==> config.mk <==
export PLATFORM = sky130hd
export DESIGN_NAME = c420_front_flat
export DESIGN_NICKNAME = d
export VERILOG_FILES = /design/src/rtl/c420_pkg.sv /design/src/rtl/c420_if.sv /design/src/rtl/c420_front.sv /design/src/flat_wrapper.sv
export SDC_FILE = /design/constraint.sdc
export NUM_CORES = 1
export LEC_CHECK = 0
export BUFFER_PORTS_ARGS = -buffer_cell sky130_fd_sc_hd__buf_2
export CAP_MARGIN = 5
export CORE_ASPECT_RATIO = 0.75
export CORE_UTILIZATION = 30
export CTS_BUF_LIST = sky130_fd_sc_hd__clkbuf_8
export CTS_CLUSTER_DIAMETER = 120
export DETAILED_ROUTE_END_ITERATION = 10
export MAX_ROUTING_LAYER = met4
export PLACE_DENSITY_LB_ADDON = 0.1
export SYNTH_ARGS = -nofsm -noshare
export SYNTH_HDL_FRONTEND = slang
export SYNTH_SLANG_ARGS = --single-unit
==> constraint.sdc <==
create_clock -name clk -period 8.7 [get_ports clk]
set_input_delay 0.435 -clock clk [delete_from_list [all_inputs] [get_ports clk]]
set_output_delay 0.435 -clock clk [all_outputs]
set_load 0.005 [all_outputs]
==> src/rtl/c420_pkg.sv <==
// c420_pkg: shared types and constants for the 4:2:0 chroma box downsampler
// no dependencies; used by the interfaces, the top level and c420_front

package c420_pkg;

	localparam int PIX_W       = 8;
	localparam int SUM_W       = PIX_W + 1;
	localparam int CFG_W       = 13;
	localparam int CFG_IDX_W   = 2;
	localparam int POS_OUT_W   = 11;
	localparam int ROW_W       = 12;
	localparam int HEIGHT_MAX  = 4096;

	localparam logic [CFG_IDX_W-1:0] REG_WIDTH  = CFG_IDX_W'(0);
	localparam logic [CFG_IDX_W-1:0] REG_HEIGHT = CFG_IDX_W'(1);

	localparam logic [CFG_W-1:0] WIDTH_RESET  = CFG_W'(640);
	localparam logic [CFG_W-1:0] HEIGHT_RESET = CFG_W'(480);

	// per-pixel context handed from the front end to the combine stage
	typedef struct packed {
		logic [PIX_W-1:0]     luma;
		logic [SUM_W-1:0]     hsum_cb;
		logic [SUM_W-1:0]     hsum_cr;
		logic                 hdone;
		logic                 pair;
		logic                 odd_row;
		logic                 last_row;
		logic                 frame_end;
		logic [POS_OUT_W-1:0] ccol;
		logic [POS_OUT_W-1:0] crow;
	} c420_ctx_t;

endpackage

==> src/rtl/c420_if.sv <==


interface c420_cfg_if;
	logic                           valid;
	logic                           ready;
	logic [c420_pkg::CFG_IDX_W-1:0] index;
	logic [c420_pkg::CFG_W-1:0]     data;
	modport source (output valid, index, data, input ready);
	modport sink (input valid, index, data, output ready);
endinterface

==> src/rtl/c420_front.sv <==
// c420_front: frame registers, pixel position counters and horizontal pairing
// depends on c420_pkg and c420_cfg_if

module c420_front #(
	parameter int MAX_WIDTH = 4096,
	parameter int CW        = 13,
	parameter int ADDR_W    = 11
) (
	input  logic                       clk,
	input  logic                       arst_n,
	c420_cfg_if.sink                   cfg,
	input  logic                       accept,
	input  logic [c420_pkg::PIX_W-1:0] luma,
	input  logic [c420_pkg::PIX_W-1:0] cr,
	input  logic [c420_pkg::PIX_W-1:0] cb,
	output c420_pkg::c420_ctx_t        ctx,
	output logic [ADDR_W-1:0]          idx
);

	logic [c420_pkg::CFG_W-1:0]  width_q;
	logic [c420_pkg::CFG_W-1:0]  height_q;
	logic [CW-1:0]               col_q;
	logic [c420_pkg::ROW_W-1:0]  row_q;
	logic [c420_pkg::PIX_W-1:0]  pend_cb_q;
	logic [c420_pkg::PIX_W-1:0]  pend_cr_q;
	logic [CW-1:0]               w_eff;
	logic [c420_pkg::CFG_W-1:0]  h_eff;
	logic                        last_col;
	logic                        last_row;
	logic                        cfg_write;
	logic                        cfg_hit;

	assign cfg.ready = 1'b1;
	assign cfg_write = cfg.valid && cfg.ready;
	assign cfg_hit   = (cfg.index == c420_pkg::REG_WIDTH) ||
		(cfg.index == c420_pkg::REG_HEIGHT);

	always_comb begin
		if (width_q == '0) begin
			w_eff = CW'(1);
		end else if (32'(width_q) > 32'(MAX_WIDTH)) begin
			w_eff = CW'(MAX_WIDTH);
		end else begin
			w_eff = CW'(width_q);
		end
		if (height_q == '0) begin
			h_eff = c420_pkg::CFG_W'(1);
		end else if (32'(height_q) > 32'(c420_pkg::HEIGHT_MAX)) begin
			h_eff = c420_pkg::CFG_W'(c420_pkg::HEIGHT_MAX);
		end else begin
			h_eff = height_q;
		end
	end

	assign last_col = ({1'b0, col_q} + (CW + 1)'(1)) >= {1'b0, w_eff};
	assign last_row = ({1'b0, row_q} + c420_pkg::CFG_W'(1)) >= h_eff;
	assign idx      = ADDR_W'(col_q >> 1);

	always_comb begin
		ctx           = '0;
		ctx.luma      = luma;
		ctx.odd_row   = row_q[0];
		ctx.last_row  = last_row;
		ctx.frame_end = last_col && last_row;
		ctx.ccol      = c420_pkg::POS_OUT_W'(col_q >> 1);
		ctx.crow      = c420_pkg::POS_OUT_W'(row_q >> 1);
		if (col_q[0]) begin
			ctx.hsum_cb = {1'b0, pend_cb_q} + {1'b0, cb};
			ctx.hsum_cr = {1'b0, pend_cr_q} + {1'b0, cr};
			ctx.pair    = 1'b1;
			ctx.hdone   = 1'b1;
		end else if (last_col) begin
			ctx.hsum_cb = {1'b0, cb};
			ctx.hsum_cr = {1'b0, cr};
			ctx.hdone   = 1'b1;
		end
	end

	always_ff @(posedge clk or negedge arst_n) begin
		if (!arst_n) begin
			width_q   <= c420_pkg::WIDTH_RESET;
			height_q  <= c420_pkg::HEIGHT_RESET;
			col_q     <= '0;
			row_q     <= '0;
			pend_cb_q <= '0;
			pend_cr_q <= '0;
		end else if (cfg_write) begin
			if (cfg.index == c420_pkg::REG_WIDTH) begin
				width_q <= cfg.data;
			end
			if (cfg.index == c420_pkg::REG_HEIGHT) begin
				height_q <= cfg.data;
			end
			if (cfg_hit) begin
				col_q <= '0;
				row_q <= '0;
			end
		end else if (accept) begin
			if (!col_q[0] && !last_col) begin
				pend_cb_q <= cb;
				pend_cr_q <= cr;
			end
			if (last_col) begin
				col_q <= '0;
				row_q <= last_row ? '0 : row_q + c420_pkg::ROW_W'(1);
			end else begin
				col_q <= col_q + CW'(1);
			end
		end
	end

endmodule
==> src/flat_wrapper.sv <==
// flat-port wrapper written by rule: the top's interface ports become plain ports
module c420_front_flat 
#(
	parameter int MAX_WIDTH = 4096,
	parameter int CW        = 13,
	parameter int ADDR_W    = 11
)
  (clk, arst_n, accept, luma, cr, cb, ctx, idx, cfg_valid, cfg_index, cfg_data, cfg_ready);
  c420_cfg_if cfg_i ();
  input  logic clk;
  input  logic arst_n;
  input  logic accept;
  input  logic [c420_pkg::PIX_W-1:0] luma;
  input  logic [c420_pkg::PIX_W-1:0] cr;
  input  logic [c420_pkg::PIX_W-1:0] cb;
  output c420_pkg::c420_ctx_t ctx;
  output logic [ADDR_W-1:0] idx;
  input wire logic [$bits(cfg_i.valid)-1:0] cfg_valid;
  input wire logic [$bits(cfg_i.index)-1:0] cfg_index;
  input wire logic [$bits(cfg_i.data)-1:0] cfg_data;
  output wire logic [$bits(cfg_i.ready)-1:0] cfg_ready;
  assign cfg_i.valid = cfg_valid;
  assign cfg_i.index = cfg_index;
  assign cfg_i.data = cfg_data;
  assign cfg_ready = cfg_i.ready;
  c420_front #(.MAX_WIDTH(MAX_WIDTH), .CW(CW), .ADDR_W(ADDR_W)) u_core (.clk(clk), .arst_n(arst_n), .cfg(cfg_i), .accept(accept), .luma(luma), .cr(cr), .cb(cb), .ctx(ctx), .idx(idx));
endmodule
==> results of run 1 <==
-- metal layers --
layer	global-route usage (%)	vias to the layer above
met1	22.6	1787
met3	3.41	14
met5	-	-
li1	-	1851
met4	3.95	0
met2	21.5	92
-- cell usage in the layout, fill, tap and decap left out, types with 3 or more instances in the layout --
cell type	synthesis	final
buf_2	1	90
dfrtp_1	61	61
nand2_1	55	55
ha_1	44	44
mux2_2	40	40
nor2_1	26	26
o21ai_0	23	23
xnor2_1	22	22
inv_1	21	21
a22o_1	17	17
a21oi_1	14	14
nor2b_1	13	13
clkbuf_8	0	12
nand3_1	11	11
xor2_1	7	7
mux2_1	7	7
dfstp_2	6	6
nor4_1	5	5
a31oi_1	5	5
a21o_1	5	5
nand2b_1	5	5
and3_1	4	4
nand4_1	4	4
nor3_1	4	4
a211oi_1	4	4
mux2i_1	4	4
o221ai_1	4	4
and2_1	3	3
a211oi_2	3	3
o21a_1	3	3
-- layout make-up --
type	instances	area (sq um)	share of cell area, %
Timing Repair Buffer	92	465	8.51
Clock buffer	12	165	3.02
Inverter	21	78.8	1.44
Clock inverter	4	47.5	0.870
Multi-Input combinational cell	361	2770	50.7
Sequential cell	67	1680	30.8
Tap cell	205	256	4.69
-- cells by family after synthesis --
kind of cell,count (synthesis)
mux,51
simple gates,140
buf+inv,67
xor+xnor,29
fa+ha+maj,46
compound gates,94
flops,67
other cells,1
-- final timing paths --
check                                                 from                              end  slack [ns]  cells after the start
min in group clk                               cfg_data[9]   u_core.height_q[9]$_DFFE_PN0P_        0.32                      2
hold / removal                                      arst_n      u_core.row_q[8]$_DFFE_PN0P_        0.25                      2
max in group asynchronous                           arst_n  u_core.pend_cb_q[3]$_DFFE_PN0P_        7.82                      2
setup / recovery               u_core.col_q[0]$_DFFE_PN0P_                          ctx[32]        4.26                     13
hold reg to reg            u_core.pend_cb_q[5]$_DFFE_PN0P_  u_core.pend_cb_q[5]$_DFFE_PN0P_        0.49                      1
setup reg to reg               u_core.col_q[0]$_DFFE_PN0P_  u_core.pend_cb_q[7]$_DFFE_PN0P_        4.45                     12
-- power by group through the flow --
stage / clock network, mW / registers (mW) / logic, mW
final: 0.282 / 0.424 / 0.435
after global routing: 0.306 / 0.434 / 0.499
after CTS: 0.294 / 0.425 / 0.440
after detailed placement: 0 / 0.430 / 0.438
after global placement: 0 / 0.429 / 0.431
after floorplan: 0 / 0.413 / 0.327
-- flip-flops by register name (all words and copies together) (netlist names) --
register and cells:
u_core.width_q 13, u_core.row_q 12, u_core.height_q 13, u_core.pend_cr_q 8, u_core.col_q 13, u_core.pend_cb_q 8
-- per-stage QoR --
stage	hold slack, ns	utilization [%]	total power, mW
floorplan	0.139	-	0.740
global placement	0.472	33.9	0.860
detailed placement	0.483	33.9	0.868
CTS	0.306	35.2	1.16
global route	0.307	35.2	1.24
finish	0.245	35.2	1.14
==> qor.txt, run 1 <==
Status = finished clean
Setup TNS = 0 ns
Post-Synth Adder-Cell Area = 12.2%
Met1 wire length = 6.31 mm
Cells after DPL = 746
Synthesis warning total = 0
Clock network fraction of design power = 24.7%
Top_reg_cell synth = dfrtp_1
Clock Sinks = 67
DP Wirelength = 9.15 mm
Syn nets = 584
TritonCTS clock tree = yes
Critical path buffers and inverters = 1
LEAKAGE = 2.66 nW
CTS-repair resized insts = 0
Post-route cell area = 5470 sq um
Xor-xnor portion of the synthesized cell area = 5.24%
Worst-path clk slew = 0.08 ns
ANT cells = 0
Initial drt markers = 190
Combinational Power Share = 38.1%
Netlist Area Pre-Place = 4850 sq um
EDFF count, synth = 0
Remaining DRCs = 0
Core area = 15,500 sq um
CTS Root Cell = clkbuf_8
Final setup vio count = 0
Syn-to-layout area delta = 12.8%
Dominant cells by area after synthesis = dfrtp_1 (32%), ha_1 (11%), mux2_2 (9.3%)
Crit path capture type = output pin
Crit share post-route = 51.0%
Initial core utilization = 31.2%
Global placement routability congestion = 0.783
Slowest-stage cell, CP = dfrtp_1
Met2 wire len = 4.90 mm
Initial DRT Pass Iterations = 4
Seq/Total Area, Yosys = 34.8%
Row count = 39
Count of state elements after synthesis = 67
DR vias/cell = 4.91
Worst vdd ir = 0.0000786 V
Max Clock Freq = 225 MHz
Fillers = 1,644
Number of H-tree levels = 3
Largest net degree at the start of global routing = 68
Switching power = 0.404 mW
Die height = 112 microns
Total GRT Usage = 15.5%
RSZ-0062 raised after global routing = no
Layout cell share with drive strength beyond 1 = 29.1%
Die area = 16,700 sq um
Initial antenna violation count = 0
Total gr overflow = 0
CP required = 8.27 ns
Flop pwr share = 37.1%
Mux cell area share after synthesis = 11.7%
Post-Route WL = 11.9 mm
Worst slew pin tran = 1.23 ns
Normalized max-slew margin = 17.6%
WL per Instance = 15.6 microns
Slowest stage delay, CP = 0.65 ns
CTS Hold Bufs = 0
Worst slack at placement = 4.47 ns
Main combinational cell family by area after synthesis = simple AND/OR/NAND/NOR gates
Synthesized area per cell = 9.79 sq um
Chip width = 149 microns
CP top delay family = compound AO/OA/AOI/OAI gates
Vias in the first global route = 3,597
Uppermost layer routed = met4
Pint = 0.737 mW
Most area-hungry cell type in the Yosys netlist = dfrtp_1
Crit path cell chain = ha_1 -> and3_1 -> nand2b_1 -> nor2_1 -> xor2_1 -> ha_1 -> o21a_1 -> o21ai_0 -> a21oi_1 -> a211oi_2 -> nor2_1 -> a22o_1 -> buf_2
I/O pin cnt = 108
Final hold vios = 0
MaxCap Viol Count = 0
Cells after Synth = 495
Total CTS buffers = 9
Count leader, synth = dfrtp_1
Compound-gate portion of the synthesized area = 13.9%
Critical Path Source Type = register
Layout Nets = 641
Top cell type's share of synthesized area = 31.5%
WL met3 = 498 microns
Post-layout min period = 4.44 ns
Post-DP Area = 5260 sq um
Clock skew = 0.00668 ns
CP Class = register to output pin
Synth cell count leaders = dfrtp_1 (61), nand2_1 (55), ha_1 (44), mux2_2 (40), buf_4 (35)
Clk buf depth = 2
# port buffers = 90
Switching share of total power = 35.4%
Slew Viols, Final = 0
Async SR Flop Fraction = 100%
First-pass GRT wire length = 19.4 mm
Fin worst setup slack = 4.26 ns
Tightest Hold Check Type = input port to asynchronous set/reset pin
Power density over cell area = 209 nW/um^2
Synth Area in Simple Gates = 14.0%
Highest net fanout along the worst path = 15
Post-route ant nets = 0
Crit path DAT = 4.00 ns
Clk_lat worst skew = 0.36 ns
Yosys cell types = 54
Post-CTS setup buffer count = 0
Detailed-route via count = 3,744
Final Non-Filler Cells = 762
Note: power is estimated with default switching activity, not from simulation.
==> inputs of run 2 (changes only) <==
- ABC_AREA: not set -> 1
- clock period: 8.7 -> 3.75 ns (I/O delays scaled with it)
==> run 2 against run 1 <==
- combinational power rose by 130%
- synthesized area rose by 8.3%
- cell area rose by 9.0%
- largest power group unchanged
- critical path type unchanged
- highest routed layer unchanged
- hold slack got worse by 0.16 ns
- setup slack got worse by 3.9 ns
==> qor.txt, run 2 <==
MaxCap Viol Count = 0 (unchanged)
Fillers = 1,803 (+9.7%)
Worst vdd ir = 0.000191 V (+140%)
Crit share post-route = 89.7%
Most frequent cells in the layout = nand2_1 (247), buf_2 (90), inv_1 (69)
Post-route ant nets = 0 (unchanged)
Row count = 41 (+5.1%)
WL per Instance = 14.1 microns (-9.7%)
Clock skew = 0.00911 ns (+0.00242 ns)
Synthesis warning total = 0 (unchanged)
Top_reg_cell synth = dfrtp_1
Total CTS buffers = 9 (unchanged)
Flop pwr share = 37.4% (+0.3 points)
First-pass GRT wire length = 23.5 mm (+21%)
Layout Nets = 863 (+35%)
# port buffers = 90 (unchanged)
Clk_lat worst skew = 0.35 ns (about the same)
Critical path buffers and inverters = 2 (+1)
Setup TNS = 0 ns (unchanged)
Layout cell share with drive strength beyond 1 = 21.4% (-7.6 points)
Total gr overflow = 0 (unchanged)
CTS Root Cell = clkbuf_8
Crit path cell chain = ha_1 -> nand2_1 -> nor2_2 -> nand2_1 -> nor3b_2 -> xor2_1 -> ha_1 -> nand3_1 -> nor3_2 -> nand2_1 -> nand2_2 -> nor2_4 -> buf_4 -> a31oi_1 -> buf_2
Worst path depth = 15 (+2)
CP required = 3.56 ns (-4.71 ns)
Yosys cell types = 39 (-28%)
Die area = 18,000 sq um (+8.2%)
RSZ-0062 raised after global routing = no
Switching power = 0.985 mW (+140%)
Initial DRT Pass Iterations = 5 (+1)
Crit path capture type = output pin
Post-route cell area = 5960 sq um (+9.0%)
LEAKAGE = 3.27 nW (+23%)
Count leader, synth = nand2_1
Vias in the first global route = 4,443 (+24%)
Cells after Synth = 712 (+44%)
DP Wirelength = 11.0 mm (+20%)
Initial drt markers = 252 (+33%)
Post-Route WL = 14.3 mm (+20%)
Most used cell, CP = nand2_1
Remaining DRCs = 0 (unchanged)
Multi-input logic area = 2960 sq um (+6.9%)
Async SR Flop Fraction = 100% (unchanged)
Commonest non-fill, non-tap cell in the layout = nand2_1
Seq/Total Area, Yosys = 32.1% (-2.7 points)
Crit path from = u_core.col_q[0]$_DFFE_PN0P_
Post-DP Area = 5690 sq um (+8.2%)
Worst slew pin tran = 0.804 ns (-0.427 ns)
Highest net fanout along the worst path = 6 (-9)
Count of state elements after synthesis = 67 (unchanged)
Critical Path Source Type = register
Most area-hungry cell type in the Yosys netlist = dfrtp_1
I/O pin cnt = 108 (unchanged)
Clock Sinks = 67 (unchanged)
Worst-path clk slew = 0.08 ns (about the same)
Status = finished clean
R2R Path Start = u_core.row_q[0]$_DFFE_PN0P_
Core area = 17,000 sq um (+9.4%)
Final setup vio count = 0 (unchanged)
Power density over cell area = 435 nW/um^2 (+110%)
Pint = 1.60 mW (+120%)
Slew Viols, Final = 0 (unchanged)
Setup slack, reg-to-reg = 0.72 ns (-3.73 ns)
Normalized max-slew margin = 46.4% (+29 points)
Largest regs = u_core.col_q x13, u_core.height_q x13, u_core.width_q x13
Critical path destination = ctx[22]
Total GRT Usage = 17.5% (+2.0 points)
Slowest stage delay, CP = 0.45 ns (-0.20 ns)
ANT cells = 0 (unchanged)
CP Class = register to output pin
Die height = 117 microns (+4.0%)
EDFF count, synth = 0 (unchanged)
Number of H-tree levels = 3 (unchanged)
Global placement routability congestion = 0.828 (+5.7%)
Clock network fraction of design power = 24.8% (about the same)
Switching share of total power = 38.0% (+2.6 points)
Synthesized area per cell = 7.37 sq um (-25%)
R2R cell count = 15 (+3)
Syn-to-layout area delta = 13.5%
Initial core utilization = 30.9% (-0.31 points)
Initial antenna violation count = 0 (unchanged)
Max Clock Freq = 297 MHz
Worst r2r dst = u_core.row_q[6]$_DFFE_PN0P_
Clk buf depth = 2 (unchanged)
Chip width = 155 microns (+4.0%)
Register Area = 1690 sq um (about the same)
Top cell type's share of synthesized area = 29.1% (-2.4 points)
HP Start = cfg_data[12]
Final hold vios = 0 (unchanged)
Post-layout min period = 3.37 ns
Tightest Hold Check Type = input port to register
Syn nets = 801 (+37%)
Dominant cells by area after synthesis = dfrtp_1 (29%), nand2_1 (18%), ha_1 (10%)
Slowest-stage cell, CP = dfrtp_2
DR vias/cell = 4.57 (-7.0%)
Crit path DAT = 3.18 ns (-0.82 ns)
TritonCTS clock tree = yes
Synth cell count leaders = nand2_1 (248), inv_1 (66), dfrtp_1 (61), ha_1 (44), nor2_1 (40)
Detailed-route via count = 4,638 (+24%)
Largest net degree at the start of global routing = 37 (-46%)
Combinational Power Share = 37.8% (-0.3 points)
Netlist Area Pre-Place = 5250 sq um (+8.3%)
CP top delay family = simple AND/OR/NAND/NOR gates
run 2: logic make-up (layout without fill, tap and decap cells):
group | count (synthesis) | after routing | share of synthesized area [%]
AND/OR/NAND/NOR | 377 | 377 | 31.0
buffers and inverters | 120 | 187 | 11.8
flip-flops | 67 | 67 | 32.1
AO/OA/AOI/OAI | 66 | 66 | 6.91
adder cells (fa/ha/maj) | 46 | 46 | 11.2
multiplexers | 23 | 23 | 4.93
XOR/XNOR | 12 | 12 | 2.00
other | 1 | 1 | 0.0714
run 2: worst min path at each step:
stage                                           to  slack [ns]  depth (start not counted)
global route        u_core.height_q[3]$_DFFE_PN0P_        0.08                          2
floorplan              u_core.col_q[0]$_DFFE_PN0P_       -0.11                          0
global placement    u_core.height_q[4]$_DFFE_PN0P_        0.32                          1
detailed placement  u_core.height_q[4]$_DFFE_PN0P_        0.33                          1
finish              u_core.width_q[12]$_DFFE_PN0P_        0.09                          3
CTS                 u_core.width_q[12]$_DFFE_PN0P_        0.07                          3
run 2: per-layer routing:
metal / global-route usage, % / up-vias / share of wire (%)
li1: - / 2410 / -
met1: 25.8 / 2099 / 55
met2: 24.3 / 113 / 40
met3: 3.12 / 16 / 4.6
met4: 3.96 / 0 / 1.1
met5: - / - / 0
run 2: worst register-to-register path: stages, from the launching register on:
cell and delay (ns):
dfrtp_1 0.44, ha_1 0.36, nand2_1 0.09, nor2_1 0.27, nand3_1 0.14, and2_1 0.20
ha_1 0.34, nand2_1 0.08, inv_1 0.05, nand2_1 0.06, nand2_1 0.05, a21oi_1 0.20
nand3_2 0.31, nor2_1 0.19, nand3_1 0.09, nand2_1 0.10
run 2: repair_timing:
| action | CTS | global route |
|---|---|---|
| endpoints found under the hold margin | 30 | 0 |
| gates resized for setup | 0 | 4 |
| endpoints found under the setup margin | 0 | 18 |
| hold buffers | 1 | 0 |
| buffers inserted | 0 | 4 |
run 2: power groups by stage:
stage	registers, mW	clock network, mW	logic (mW)
6_report	0.969	0.642	0.979
5_1_grt	0.994	0.707	1.15
4_1_cts	0.969	0.676	0.980
3_5_place_dp	0.979	0	0.975
3_3_place_gp	0.978	0	0.966
2_1_floorplan	0.942	0	0.707
run 2: stage by stage:
step	cells	util [%]	hold slack [ns]	power [mW]	setup WS, ns
4_1_cts	1011	34.8	0.0660	2.62	0.0743
5_1_grt	1015	35.1	0.0767	2.85	0.0394
3_3_place_gp	994	33.5	0.324	1.94	0.501
2_1_floorplan	712	-	-0.108	1.65	1.17
6_report	1015	35.1	0.0867	2.59	0.385
3_5_place_dp	994	33.5	0.335	1.95	0.486
run 2: layout make-up:
class | instances | share of cell area, %
multi-input combinational | 525 | 49.7
sequential | 67 | 28.3
timing repair buffer | 101 | 9.20
tap | 236 | 4.96
inverter | 70 | 4.41
clock buffer | 12 | 2.77
clock inverter | 4 | 0.693
